File: src/rtl/ksm_pkg.sv
// shared constants and types for the scalar kalman speed smoother
`default_nettype none

package ksm_pkg;

  // default parameter values
  localparam int SAMPLE_BITS_DEF = 16;
  localparam int FRAC_BITS_DEF   = 16;

  // fixed field widths
  localparam int SAMPLE_W  = 16;
  localparam int RESULT_W  = 32;
  localparam int REG_W     = 24;
  localparam int REG_IDX_W = 1;

  // register indexes
  localparam logic [REG_IDX_W-1:0] CFG_PROC_NOISE = 1'd0;
  localparam logic [REG_IDX_W-1:0] CFG_MEAS_NOISE = 1'd1;

  // reset values
  localparam logic [REG_W-1:0] PROC_NOISE_RST = 24'd655;
  localparam logic [REG_W-1:0] MEAS_NOISE_RST = 24'd65536;
  localparam int               COV_ONE        = 65536;

  // sequencer states
  typedef enum logic [2:0] {
    S_IDLE,
    S_COV,
    S_DSTART,
    S_DIV,
    S_MUL,
    S_UPD
  } ksm_state_t;

endpackage

`default_nettype wire

File: src/rtl/ksm_if.sv
// request channels of the smoother: sample in, estimate out
`default_nettype none

interface ksm_in_if;
  import ksm_pkg::*;
  logic                valid;
  logic                ready;
  logic [SAMPLE_W-1:0] speed_sample;

  modport source (output valid, output speed_sample, input ready);
  modport sink (input valid, input speed_sample, output ready);
endinterface

interface ksm_out_if;
  import ksm_pkg::*;
  logic                valid;
  logic                ready;
  logic [RESULT_W-1:0] filtered_speed;

  modport source (output valid, output filtered_speed, input ready);
  modport sink (input valid, input filtered_speed, output ready);
endinterface

`default_nettype wire

File: src/rtl/ksm_div.sv
// bit-serial restoring divider for the gain, one quotient bit per cycle
`default_nettype none

module ksm_div #(
  parameter int F     = 16,
  parameter int NUM_W = 24,
  parameter int DEN_W = 25
) (
  input  wire logic             clk,
  input  wire logic             rst_n,
  input  wire logic             start,
  input  wire logic [NUM_W-1:0] num,
  input  wire logic [DEN_W-1:0] den,
  output logic                  done,
  output logic [F-1:0]          gain
);
  import ksm_pkg::*;

  localparam int RW   = DEN_W + 1;
  localparam int CNTW = $clog2(F + 2);

  logic [DEN_W-1:0] den_r;
  logic [RW-1:0]    rem_r;
  logic [F:0]       q_r;
  logic             dz_r;
  logic             first_r;
  logic             busy_r;
  logic             done_r;
  logic [CNTW-1:0]  cnt_r;

  logic [RW-1:0] trial;
  logic [RW-1:0] diff;
  logic          ge;

  // first step has no doubling: the numerator is at most the denominator
  assign trial = first_r ? rem_r : {rem_r[RW-2:0], 1'b0};
  assign ge    = trial >= RW'(den_r);
  assign diff  = trial - RW'(den_r);

  always_ff @(posedge clk) begin
    if (!rst_n) begin
      busy_r  <= 1'b0;
      done_r  <= 1'b0;
      first_r <= 1'b0;
      cnt_r   <= '0;
    end else begin
      done_r <= 1'b0;
      if (start) begin
        busy_r  <= 1'b1;
        first_r <= 1'b1;
        cnt_r   <= CNTW'(F + 1);
      end else if (busy_r) begin
        first_r <= 1'b0;
        cnt_r   <= cnt_r - 1'b1;
        if (cnt_r == CNTW'(1)) begin
          busy_r <= 1'b0;
          done_r <= 1'b1;
        end
      end
    end
  end

  always_ff @(posedge clk) begin
    if (start) begin
      den_r <= den;
      rem_r <= RW'(num);
      dz_r  <= (den == '0);
    end else if (busy_r) begin
      rem_r <= ge ? diff : trial;
      q_r   <= {q_r[F-1:0], ge};
    end
  end

  // quotient of one saturates, zero denominator gives zero
  always_comb begin
    if (dz_r) begin
      gain = '0;
    end else if (q_r[F]) begin
      gain = '1;
    end else begin
      gain = q_r[F-1:0];
    end
  end

  assign done = done_r;

endmodule

`default_nettype wire

File: src/rtl/ksm_mul.sv
// bit-serial shift-add multiply by the gain, keeps floor and a sticky bit
`default_nettype none

module ksm_mul #(
  parameter int W = 32,
  parameter int F = 16
) (
  input  wire logic         clk,
  input  wire logic         rst_n,
  input  wire logic         start,
  input  wire logic [W-1:0] mcand,
  input  wire logic [F-1:0] gain,
  output logic              done,
  output logic [W-1:0]      prod,
  output logic              frac_nz
);
  import ksm_pkg::*;

  localparam int CNTW = $clog2(F + 1);

  logic [W-1:0]    mc_r;
  logic [F-1:0]    g_r;
  logic [W-1:0]    acc_r;
  logic            stk_r;
  logic            busy_r;
  logic            done_r;
  logic [CNTW-1:0] cnt_r;

  logic [W:0] sum;

  assign sum = {1'b0, acc_r} + (g_r[0] ? {1'b0, mc_r} : '0);

  always_ff @(posedge clk) begin
    if (!rst_n) begin
      busy_r <= 1'b0;
      done_r <= 1'b0;
      cnt_r  <= '0;
    end else begin
      done_r <= 1'b0;
      if (start) begin
        busy_r <= 1'b1;
        cnt_r  <= CNTW'(F);
      end else if (busy_r) begin
        cnt_r <= cnt_r - 1'b1;
        if (cnt_r == CNTW'(1)) begin
          busy_r <= 1'b0;
          done_r <= 1'b1;
        end
      end
    end
  end

  // lsb first: each step adds, then drops one fraction bit into the sticky
  always_ff @(posedge clk) begin
    if (start) begin
      mc_r  <= mcand;
      g_r   <= gain;
      acc_r <= '0;
      stk_r <= 1'b0;
    end else if (busy_r) begin
      acc_r <= sum[W:1];
      stk_r <= stk_r | sum[0];
      g_r   <= g_r >> 1;
    end
  end

  assign done    = done_r;
  assign prod    = acc_r;
  assign frac_nz = stk_r;

endmodule

`default_nettype wire

File: src/rtl/scalar_kalman_speed_smoother.sv
// top level of the scalar kalman speed smoother
`default_nettype none

// One-dimensional Kalman filter for a motor speed measurement. Each accepted
// speed_sample (integer rpm, low SAMPLE_BITS bits used) runs one filter cycle:
// the covariance (Q8.F) is raised by process_noise and saturates, the gain
// cov/(cov+measurement_noise) is formed in Q0.F (saturating below one, zero
// when the denominator is zero), the estimate (Q(SAMPLE_BITS).F) moves toward
// the sample by gain times the error, and the covariance is scaled by
// (1-gain); all roundings are floor. filtered_speed is the low 32 bits of the
// new estimate. Each sample passes through S_COV, S_DSTART, S_DIV, S_MUL and
// S_UPD before the next is accepted: a bit-serial restoring divider forms the
// gain, then two bit-serial multipliers form gain times error and gain times
// covariance side by side. One sample is in flight at a time; the result sits
// in an output register so the next sample is taken while it waits. Noise
// registers are to be written by the user through cfg_we/cfg_index/cfg_wdata
// only while the block is idle, which the block itself does not enforce; reset
// loads 655 and 65536, estimate 0 and covariance 1.0.
module scalar_kalman_speed_smoother #(
  parameter int SAMPLE_BITS = ksm_pkg::SAMPLE_BITS_DEF,
  parameter int FRAC_BITS   = ksm_pkg::FRAC_BITS_DEF
) (
  input  wire logic                          clk,
  input  wire logic                          rst_n,
  ksm_in_if.sink                             in_ch,
  ksm_out_if.source                          out_ch,
  input  wire logic                          cfg_we,
  input  wire logic [ksm_pkg::REG_IDX_W-1:0] cfg_index,
  input  wire logic [ksm_pkg::REG_W-1:0]     cfg_wdata
);
  import ksm_pkg::*;

  // widths
  localparam int EW    = SAMPLE_BITS + FRAC_BITS;          // estimate
  localparam int CW    = 8 + FRAC_BITS;                    // covariance
  localparam int DEN_W = ((CW > REG_W) ? CW : REG_W) + 1;  // sums with noise
  localparam int XW    = SAMPLE_W + SAMPLE_BITS;           // sample widening
  localparam int OW    = EW + RESULT_W;                    // result widening

  localparam logic [CW-1:0] COV_MAX = '1;
  // 1.0 in Q8.16; clamps at narrow fractions, same after first saturation
  localparam logic [CW-1:0] COV_RST = (CW > 16) ? CW'(COV_ONE) : COV_MAX;

  ksm_state_t state_r, state_nxt;

  // configuration
  logic [REG_W-1:0] pn_r;
  logic [REG_W-1:0] mn_r;

  // filter state
  logic [EW-1:0] est_r, est_nxt;
  logic [CW-1:0] cov_r, cov_nxt;

  // per-sample working registers
  logic [EW-1:0] target_r, target_nxt;
  logic [CW-1:0] covp_r, covp_nxt;
  logic [EW-1:0] mag_r, mag_nxt;
  logic          up_r, up_nxt;

  // output register
  logic                out_valid_r, out_valid_nxt;
  logic [RESULT_W-1:0] out_data_r, out_data_nxt;

  // serial units
  logic          div_start;
  logic          div_done;
  logic [FRAC_BITS-1:0] gain;
  logic          mul_start;
  logic          mul_e_done;
  logic          mul_c_done;
  logic [EW-1:0] step_e;
  logic          frac_e;
  logic [CW-1:0] step_c;
  logic          frac_c;

  // datapath
  logic [XW-1:0]    samp_ext;
  logic [EW-1:0]    target_in;
  logic [DEN_W-1:0] cov_sum;
  logic [CW-1:0]    cov_sat;
  logic [DEN_W-1:0] den;
  logic [EW-1:0]    est_new;
  logic [CW-1:0]    cov_new;
  logic [OW-1:0]    est_ext;

  // sample bits beyond the field read as zero
  assign samp_ext  = XW'(in_ch.speed_sample);
  assign target_in = {samp_ext[SAMPLE_BITS-1:0], {FRAC_BITS{1'b0}}};

  // predicted covariance, saturating
  assign cov_sum = DEN_W'(cov_r) + DEN_W'(pn_r);
  assign cov_sat = (cov_sum > DEN_W'(COV_MAX)) ? COV_MAX : cov_sum[CW-1:0];

  // gain denominator
  assign den = DEN_W'(covp_r) + DEN_W'(mn_r);

  // moving up uses the floor of the step, moving down its ceiling; neither
  // leaves the range between the old estimate and the sample
  assign est_new = up_r ? (est_r + step_e) : (est_r - (step_e + EW'(frac_e)));
  // floor(cov*(1-gain)) equals cov minus the ceiling of cov*gain
  assign cov_new = covp_r - (step_c + CW'(frac_c));
  assign est_ext = OW'(est_new);

  ksm_div #(
    .F     (FRAC_BITS),
    .NUM_W (CW),
    .DEN_W (DEN_W)
  ) u_div (
    .clk   (clk),
    .rst_n (rst_n),
    .start (div_start),
    .num   (covp_r),
    .den   (den),
    .done  (div_done),
    .gain  (gain)
  );

  // gain times error
  ksm_mul #(
    .W (EW),
    .F (FRAC_BITS)
  ) u_mul_est (
    .clk     (clk),
    .rst_n   (rst_n),
    .start   (mul_start),
    .mcand   (mag_r),
    .gain    (gain),
    .done    (mul_e_done),
    .prod    (step_e),
    .frac_nz (frac_e)
  );

  // gain times covariance
  ksm_mul #(
    .W (CW),
    .F (FRAC_BITS)
  ) u_mul_cov (
    .clk     (clk),
    .rst_n   (rst_n),
    .start   (mul_start),
    .mcand   (covp_r),
    .gain    (gain),
    .done    (mul_c_done),
    .prod    (step_c),
    .frac_nz (frac_c)
  );

  // handshake outputs
  assign in_ch.ready           = (state_r == S_IDLE);
  assign out_ch.valid          = out_valid_r;
  assign out_ch.filtered_speed = out_data_r;

  // state and control registers
  always_ff @(posedge clk) begin
    if (!rst_n) begin
      state_r     <= S_IDLE;
      out_valid_r <= 1'b0;
      est_r       <= '0;
      cov_r       <= COV_RST;
    end else begin
      state_r     <= state_nxt;
      out_valid_r <= out_valid_nxt;
      est_r       <= est_nxt;
      cov_r       <= cov_nxt;
    end
  end

  // noise registers
  always_ff @(posedge clk) begin
    if (!rst_n) begin
      pn_r <= PROC_NOISE_RST;
      mn_r <= MEAS_NOISE_RST;
    end else if (cfg_we) begin
      if (cfg_index == CFG_PROC_NOISE) begin
        pn_r <= cfg_wdata;
      end
      if (cfg_index == CFG_MEAS_NOISE) begin
        mn_r <= cfg_wdata;
      end
    end
  end

  // payload registers
  always_ff @(posedge clk) begin
    target_r   <= target_nxt;
    covp_r     <= covp_nxt;
    mag_r      <= mag_nxt;
    up_r       <= up_nxt;
    out_data_r <= out_data_nxt;
  end

  // sequencer
  always_comb begin
    state_nxt     = state_r;
    target_nxt    = target_r;
    covp_nxt      = covp_r;
    mag_nxt       = mag_r;
    up_nxt        = up_r;
    est_nxt       = est_r;
    cov_nxt       = cov_r;
    out_data_nxt  = out_data_r;
    out_valid_nxt = out_valid_r & ~out_ch.ready;
    div_start     = 1'b0;
    mul_start     = 1'b0;
    case (state_r)
      S_IDLE: begin
        if (in_ch.valid) begin
          target_nxt = target_in;
          state_nxt  = S_COV;
        end
      end
      S_COV: begin
        // predicted covariance and the size and sign of the error
        covp_nxt  = cov_sat;
        up_nxt    = (target_r >= est_r);
        mag_nxt   = (target_r >= est_r) ? (target_r - est_r) : (est_r - target_r);
        state_nxt = S_DSTART;
      end
      S_DSTART: begin
        div_start = 1'b1;
        state_nxt = S_DIV;
      end
      S_DIV: begin
        if (div_done) begin
          mul_start = 1'b1;
          state_nxt = S_MUL;
        end
      end
      S_MUL: begin
        // both multipliers run the same number of steps
        if (mul_e_done && mul_c_done) begin
          state_nxt = S_UPD;
        end
      end
      S_UPD: begin
        // commit once the output register is free
        if (!out_valid_r || out_ch.ready) begin
          est_nxt       = est_new;
          cov_nxt       = cov_new;
          out_data_nxt  = est_ext[RESULT_W-1:0];
          out_valid_nxt = 1'b1;
          state_nxt     = S_IDLE;
        end
      end
      default: begin
        state_nxt = S_IDLE;
      end
    endcase
  end

endmodule

`default_nettype wire

File: src/flat_wrapper.sv
// flat-port wrapper written by rule: the top's interface ports become plain ports
module scalar_kalman_speed_smoother_flat import ksm_pkg::*;
#(
  parameter int SAMPLE_BITS = ksm_pkg::SAMPLE_BITS_DEF,
  parameter int FRAC_BITS   = ksm_pkg::FRAC_BITS_DEF
)
  (clk, rst_n, cfg_we, cfg_index, cfg_wdata, in_ch_valid, in_ch_speed_sample, in_ch_ready, out_ch_valid, out_ch_filtered_speed, out_ch_ready);
  ksm_in_if in_ch_i ();
  ksm_out_if out_ch_i ();
  input  wire logic clk;
  input  wire logic rst_n;
  input  wire logic cfg_we;
  input  wire logic [ksm_pkg::REG_IDX_W-1:0] cfg_index;
  input  wire logic [ksm_pkg::REG_W-1:0] cfg_wdata;
  input wire logic [$bits(in_ch_i.valid)-1:0] in_ch_valid;
  input wire logic [$bits(in_ch_i.speed_sample)-1:0] in_ch_speed_sample;
  output wire logic [$bits(in_ch_i.ready)-1:0] in_ch_ready;
  output wire logic [$bits(out_ch_i.valid)-1:0] out_ch_valid;
  output wire logic [$bits(out_ch_i.filtered_speed)-1:0] out_ch_filtered_speed;
  input wire logic [$bits(out_ch_i.ready)-1:0] out_ch_ready;
  assign in_ch_i.valid = in_ch_valid;
  assign in_ch_i.speed_sample = in_ch_speed_sample;
  assign in_ch_ready = in_ch_i.ready;
  assign out_ch_valid = out_ch_i.valid;
  assign out_ch_filtered_speed = out_ch_i.filtered_speed;
  assign out_ch_i.ready = out_ch_ready;
  scalar_kalman_speed_smoother #(.SAMPLE_BITS(SAMPLE_BITS), .FRAC_BITS(FRAC_BITS)) u_core (.clk(clk), .rst_n(rst_n), .in_ch(in_ch_i), .out_ch(out_ch_i), .cfg_we(cfg_we), .cfg_index(cfg_index), .cfg_wdata(cfg_wdata));
endmodule
File: config.mk
export PLATFORM = sky130hd
export DESIGN_NAME = scalar_kalman_speed_smoother_flat
export DESIGN_NICKNAME = d
export VERILOG_FILES = /design/src/rtl/ksm_pkg.sv /design/src/rtl/ksm_if.sv /design/src/rtl/ksm_div.sv /design/src/rtl/ksm_mul.sv /design/src/rtl/scalar_kalman_speed_smoother.sv /design/src/flat_wrapper.sv
export SDC_FILE = /design/constraint.sdc
export NUM_CORES = 1
export LEC_CHECK = 0
export BUFFER_PORTS_ARGS = -buffer_cell sky130_fd_sc_hd__buf_2
export CORE_UTILIZATION = 55
export DETAILED_ROUTE_END_ITERATION = 8
export PLACE_DENSITY = 0.74
export SLEW_MARGIN = 20
export SYNTH_ARGS = -nofsm -noshare
export SYNTH_HDL_FRONTEND = slang
export SYNTH_SLANG_ARGS = --single-unit
File: constraint.sdc
create_clock -name clk -period 5.4 [get_ports clk]
set_clock_uncertainty 0.05 [all_clocks]
set_input_delay 0.81 -clock clk [delete_from_list [all_inputs] [get_ports clk]]
set_output_delay 0.81 -clock clk [all_outputs]
set_load 0.005 [all_outputs]
==> results of run 1 <==
## cell families after synthesis
| group | count (synthesis) |
|---|---|
| buf+inv | 371 |
| flops | 450 |
| xor+xnor | 211 |
| simple gates | 990 |
| mux | 60 |
| compound gates | 848 |
| fa+ha+maj | 312 |
## per-stage QoR
| step | hold slack, ns | instance area [um2] |
|---|---|---|
| 4_1_cts | 0.3115 | 32240 |
| 3_5_place_dp | 0.3552 | 30520 |
| 3_3_place_gp | 0.3536 | 30520 |
| 6_report | 0.3440 | 32260 |
| 2_1_floorplan | 0.3503 | 29510 |
| 5_1_grt | 0.3295 | 32260 |
## routing by layer
metal	global-route usage (%)	share of wire, %
met1	37.81	46
met2	43.94	46
met3	2.832	6.0
met4	8.198	2.7
met5	0	0
## critical path: stages, from the launching register on
cell	delay, ns
dfxtp_1	0.88
mux2_2	0.43
ha_1	0.36
a211oi_1	0.29
o21ai_0	0.14
a221o_1	0.31
a21oi_1	0.31
a21oi_1	0.20
a41o_1	0.30
nor2_2	0.13
buf_4	0.34
nor3_1	0.11
a211oi_1	0.25
a21oi_1	0.06
## cell type report
type                       count  share of cell area, %
clock buffer                  68                  4.289
multi-input combinational   2421                  51.20
timing repair buffer          97                  1.706
sequential                   450                  35.99
clock inverter                24                  1.028
inverter                     267                  3.118
tap                          688                  2.668
## how the worst min path moves through the flow
stage	from	endpoint	slack (ns)	cells after the start
final	in_ch_speed_sample[12]	u_core.target_r[28]	0.34	1
after floorplan	u_core.mag_r[0]	u_core.u_mul_est.mc_r[0]	0.35	0
after global routing	in_ch_speed_sample[7]	u_core.target_r[23]	0.33	1
after CTS	in_ch_speed_sample[13]	u_core.target_r[29]	0.31	1
after global placement	u_core.mag_r[0]	u_core.u_mul_est.mc_r[0]	0.35	0
after detailed placement	u_core.mag_r[20]	u_core.u_mul_est.mc_r[20]	0.36	0
## power by group
part	internal, W	switching [W]
clock network	0.00217	0.00142
logic	0.00106	0.00153
registers	0.00391	0.000177
## state kept, by name (all words and copies together), names as in the netlist, 16 cells and up
name,cells
u_core.u_mul_cov.mc_r,24
u_core.target_r,16
u_core.cov_r,24
u_core.mn_r,24
u_core.u_mul_est.prod,32
u_core.u_div.q_r,17
u_core.mag_r,32
u_core.u_div.rem_r,26
u_core.covp_r,24
u_core.u_mul_est.mc_r,32
u_core.u_mul_cov.g_r,16
u_core.pn_r,24
u_core.u_div.den_r,25
u_core.u_mul_est.g_r,16
u_core.est_r,32
u_core.out_ch.filtered_speed,32
u_core.u_mul_cov.prod,24
## cells in the mapped netlist, drive strengths merged (8+ instances only)
cell type,count,area (um2)
nor4,11,68.82
a211o,9,78.83
nand2b,31,193.9
a21oi,288,1441
a21o,82,615.6
mux2,23,259.0
buf,22,96.34
inv,262,983.4
a31oi,43,275.3
nand3,62,310.3
a221oi,9,91.34
xor2,58,508.0
or2,11,68.81
nand4,16,100.1
fa,11,220.2
nor2b,37,231.5
nand2,381,1430
dfxtp,190,3804
o31ai,23,186.4
a21boi,11,86.33
o21ai,168,840.8
clkbuf,82,309.0
a211oi,50,380.4
ha,301,3766
edfxtp,260,7807
a2111oi,8,76.32
mux2i,37,370.4
xnor2,153,1340
nor2,229,862.1
o21a,40,300.3
nor3,55,280.3
and3,26,162.7
o22ai,8,56.30
o211ai,17,127.6
o21bai,25,187.7
and2,74,462.9
or3,16,100.1
==> run summary, run 1 <==
final worst slack: 0.9498 ns
Worst Setup EP: u_core.u_div.rem_r[8]
Clock Path Buffers: 3
drt via density: 5.999
pwr dens: 318.7 nW/um2
Yosys Warn Count: 0
Remaining Overflow, GRT: 0
Area Growth Syn to Fin: 9.337%
library cells used by synthesis: 93
Mapped Cells: 3,242
number of synthesized flops with an enable pin: 260
first-pass GRT wire length: 118.1 mm
failing checks: design-rule violations
Setup TNS: 0 ns
fin util: 61.15%
number of global-route vias before repair: 22.74k
GRT Total Usage: 27.04%
hold buffers post-CTS: 0
initial core utilization: 55.93%
FF-to-FF End: u_core.u_div.rem_r[8]
multi-input logic area: 16,520 um2
H-tree depth: 2
Reg2Reg Setup Slack: 0.95 ns
Hold Crit Class: input pin to flip-flop
Rel. slew slack: 25.48%
Leakage Power: 13.71 nW
pre-CTS setup slack: 0.9840 ns
reg-to-reg startpoint: u_core.u_div.first_r
syn avg cell area: 9.102 um2
Critical Path Start: u_core.u_div.first_r
Synth async-reset ratio: 0%
die footprint: 54,580 um2
cell area after synthesis: 29,510 um2
setup bufs post-CTS: 0
1st-iter DRT viols: 2,020
non-filler cells in the finished layout: 4,015
Placed Cells: 3,922
RD Place Congestion: 0.9588
WP data required: 5.68 ns
Critical Path End Type: flip-flop
post-synthesis mux area share: 2.133%
fin crit period: 4.450 ns
# resized after CTS: 0
die span in y: 233.6 um
CTS tree: yes
final period utilization: 82.41%
Final ANT Viol Nets: 0
commonest non-fill, non-tap cell in the layout: nand2_1
Die W: 233.6 um
Setup Viol. Count Final: 0
WL final: 74.28 mm
antenna violations before repair: 0
IO Port Bufs: 79
VDD IR max: 0.2646 mV
Max-cap violations: 0
Synth Net Count: 3,600
Clock Latency Late Sink: 0.60 ns
Total Power: 0.01028 W
Synth Area in Simple Gates: 15.68%
FF+latch area: 11,610 um2
Synth Area in Adders: 13.51%
status: complete, but fails checks
final hold viol count: 0
largest net degree at the start of global routing: 90
CTS buffer count: 49
Reg clk slew, reported paths: 0.06 ns
Clock Root Buffer: clkbuf_16
Ports: 80
# rows: 84
share of cells above drive strength 1: 7.274%
Inserted Diodes: 0
Worst setup SP type: flip-flop
DRC: 2
Final Max Slew Viols: 0
commonest cells after routing, fill and taps aside: nand2_1 (381), ha_1 (301), a21oi_1 (288), edfxtp_1 (260), inv_1 (258)
kind of critical path: flip-flop to flip-flop
Synth Area in Compound Gates: 18.30%
Worst Tran Pin Value: 1.116 ns
nets: 3,644
Most used DFF post-synth: edfxtp_1
Layout fillers: 4,400
xor-xnor portion of the synthesized cell area: 6.263%
DRT Pass-1 Iters: 8
RSZ-0062 raised after global routing: false
CP arrival: 4.73 ns
total number of vias: 24.08k
Worst Reg-to-Reg Cells: 13
Detail Placement HPWL: 54.39 mm
#FFs+latches synth: 450
clk sinks: 450
critical path fanouts, max: 30
Placeable Area: 52,760 um2
DR WL/cell: 18.50 um
fmax: 224.7 MHz
sequential share of the synthesized area: 39.35%
largest family of logic cells by synthesized area: compound AO/OA/AOI/OAI gates
No activity file was read; power rests on OpenSTA's default activity.
==> run 2, diff against run 1 <==
- ABC_AREA: unset -> 1
- clock period: 5.4 -> 3.6 ns (I/O delays scaled with it)
==> run 2 against run 1 <==
The flow now finishes without violations. Non-clock buffer count is 41 higher. Total power rose to 3.1 times the previous value. Via count increased by 37%. Largest cell class unchanged.
==> run summary, run 2 <==
status: completed
nets: 5,498 (+51%)
top-count cell post-synth: nand2_1
final period utilization: 93.64% (+11 points)
#FFs+latches synth: 450 (unchanged)
Most used DFF post-synth: edfxtp_1
cell internal pwr: 0.01613 W (+130%)
WL final: 108.6 mm (+46%)
Worst Tran Pin Value: 0.8537 ns (-0.2626 ns)
Critical Path End Type: flip-flop
Reg clk slew, reported paths: 0.06 ns (about the same)
dominant cell type by area after synthesis: edfxtp_1
Layout fillers: 5,983 (+36%)
first-pass GRT wire length: 166.4 mm (+41%)
DRC: 0 (-2)
Hold Crit Class: input pin to flip-flop
Worst setup SP type: flip-flop
share of cells above drive strength 1: 5.502% (-1.8 points)
Synth Net Count: 5,409 (+50%)
hold buffers post-CTS: 0 (unchanged)
Yosys Warn Count: 0 (unchanged)
# resized after CTS: 0 (unchanged)
Mapped Cells: 5,051 (+56%)
Rel. slew slack: 42.95% (+17 points)
Final Max Slew Viols: 0 (unchanged)
1st-iter DRT viols: 3,374 (+67%)
Post-synth top cells: nand2_1 (1,350), inv_1 (923), nor2_1 (476)
RSZ-0062 raised after global routing: false
WP data required: 4.04 ns (-1.64 ns)
Die W: 253.1 um (+8.3%)
combinational share of power: 57.3% (+32 points)
H-tree depth: 2 (unchanged)
CTS buffer count: 50 (+2.0%)
FF+latch area: 11,610 um2 (unchanged)
Synth async-reset ratio: 0% (unchanged)
Ports: 80 (unchanged)
critical-path cell list: inv_1 > ha_1 > inv_1 > ha_1 > nand2_1 > inv_1 > a21oi_1 > nand2_1 > nand2_1 > nand2_1 > o21ai_0 > o21ai_0 > o21ai_0 > inv_1
commonest cells after routing, fill and taps aside: nand2_1 (1,349), inv_1 (923), nor2_1 (475), o21ai_0 (329), ha_1 (301)
fin crit period: 3.371 ns (-1.079 ns)
Area Growth Syn to Fin: 9.050%
syn avg cell area: 6.867 um2 (-25%)
non-filler cells in the finished layout: 6,017 (+50%)
VDD IR max: 0.5699 mV (+120%)
Sw Ratio: 48.97% (+19 points)
total number of vias: 33.06k (+37%)
Clock Power Share: 16.4% (-19 points)
DRT Pass-1 Iters: 6 (-2)
largest net degree at the start of global routing: 61 (-32%)
kind of critical path: flip-flop to flip-flop
sequential share of the synthesized area: 33.47% (-5.9 points)
multi-input logic area: 19,170 um2 (+16%)
max incr delay on CP: 0.40 ns (-0.48 ns)
die span in y: 253.1 um (+8.3%)
RD Place Congestion: 1.007 (+5.1%)
Inserted Diodes: 0 (unchanged)
critical path fanouts, max: 6 (-80%)
final hold viol count: 0 (unchanged)
CTS tree: yes
initial core utilization: 55.90% (about the same)
# rows: 91 (+8.3%)
setup bufs post-CTS: 0 (unchanged)
power share of the sequential group: 26.4% (-13 points)
Leakage Power: 19.39 nW (+41%)
drt via density: 5.495 (-8.4%)
synth top area cells: edfxtp_1 (23%), nand2_1 (15%), dfxtp_1 (11%)
Clock Root Buffer: clkbuf_16
number of synthesized flops with an enable pin: 260 (unchanged)
Remaining Overflow, GRT: 0 (unchanged)
Clock Latency Late Sink: 0.61 ns (about the same)
die footprint: 64,070 um2 (+17%)
IO Port Bufs: 79 (unchanged)
library cells used by synthesis: 55 (-41%)
Detail Placement HPWL: 86.54 mm (+59%)
Setup Viol. Count Final: 0 (unchanged)
Slowest-stage cell, CP: dfxtp_1
Setup TNS: 0 ns (unchanged)
Synth top area share: 22.51% (-4.0 points)
Sw Pwr: 0.01548 W (+390%)
Placed Cells: 5,925 (+51%)
CP arrival: 3.81 ns (-0.92 ns)
commonest non-fill, non-tap cell in the layout: nand2_1
CP delay by family, top: compound AO/OA/AOI/OAI gates
fmax: 296.7 MHz (+32%)
Placeable Area: 62,050 um2 (+18%)
Final ANT Viol Nets: 0 (unchanged)
Max-cap violations: 0 (unchanged)
GRT Total Usage: 33.61% (+6.6 points)
pwr dens: 835.8 nW/um2 (+160%)
cell area after synthesis: 34,690 um2 (+18%)
number of global-route vias before repair: 30.12k (+32%)
DR WL/cell: 18.04 um (-2.5%)
Clock Path Buffers: 3 (unchanged)
antenna violations before repair: 2 (+2)
clk sinks: 450 (unchanged)
worst path bufs/invs: 4 (+3)
run 2: changes by cell type in the layout (fill, tap and decap cells not counted), moves of 63 or more:
cell,delta
nand2_1,+968
inv_1,+665
nor2_1,+247
nand3_1,+236
o21ai_0,+181
xnor2_1,-114
nand4_1,+75
and2_1,-63
run 2: final cells by class:
type,instances,area share [%]
inverter,929,9.222
clock inverter,28,0.7476
tap,837,2.769
clock buffer,64,3.556
timing repair buffer,138,2.315
multi-input combinational,3571,50.69
sequential,450,30.70
run 2: layer usage:
layer | vias up | global-route usage (%) | routed length, um
li1 | 16420 | - | -
met1 | 15170 | 49.98 | 51000
met2 | 1311 | 48.59 | 43980
met3 | 166 | 7.319 | 10800
met4 | 2 | 9.004 | 2752
met5 | - | 0 | 13
run 2: path summary, 6_finish.rpt:
path	startpoint	endpoint	slack (ns)	cells past startpoint
max reg2reg	u_core.est_r[4]	u_core.est_r[9]	0.23	14
max	u_core.est_r[4]	u_core.est_r[9]	0.23	14
min reg2reg	u_core.mag_r[21]	u_core.u_mul_est.mc_r[21]	0.36	0
min	in_ch_speed_sample[12]	u_core.target_r[28]	0.07	1
run 2: through the flow:
| step | hold slack, ns | cell area [um2] | setup WS (ns) | utilization, % | power (W) |
|---|---|---|---|---|---|
| after floorplan | 0.3503 | 34690 | 0.1789 | - | 0.02069 |
| after global placement | 0.3501 | 36200 | 0.3489 | 58.33 | 0.02584 |
| after detailed placement | 0.3545 | 36200 | 0.2695 | 58.33 | 0.02597 |
| after CTS | 0.05538 | 37830 | 0.2642 | 60.96 | 0.03124 |
| after global routing | 0.06665 | 37830 | 0.01823 | 60.96 | 0.03401 |
| final | 0.07409 | 37830 | 0.2290 | 60.96 | 0.03162 |
run 2: logic make-up (layout without fill, tap and decap cells):
logic type	count (synthesis)	after routing	share of synthesized area (%)
and+or+nand+nor	2366	2366	28.49
DFF	450	450	33.47
xor gates and xnor gates	122	122	3.080
buffers and inverters	1030	1159	11.32
adders and majority gates	312	312	11.49
AOI/OAI and AO/OA	771	771	12.15
run 2: worst reg2reg max path: stages, from the launching register on:
cell	delay [ns]
dfxtp_1	0.40
inv_1	0.12
ha_1	0.40
inv_1	0.07
ha_1	0.36
nand2_1	0.18
inv_1	0.08
a21oi_1	0.13
nand2_1	0.22
nand2_1	0.12
nand2_1	0.11
o21ai_0	0.36
o21ai_0	0.37
o21ai_0	0.26
inv_1	0.05
run 2: power by group through the flow:
stage,clock (W),combinational (W),sequential (W)
detailed placement,0,0.0176,0.00838
floorplan,0,0.0129,0.00779
global placement,0,0.0175,0.00835
CTS,0.00525,0.0177,0.00828
finish,0.00518,0.0181,0.00833
global route,0.00542,0.0202,0.00840
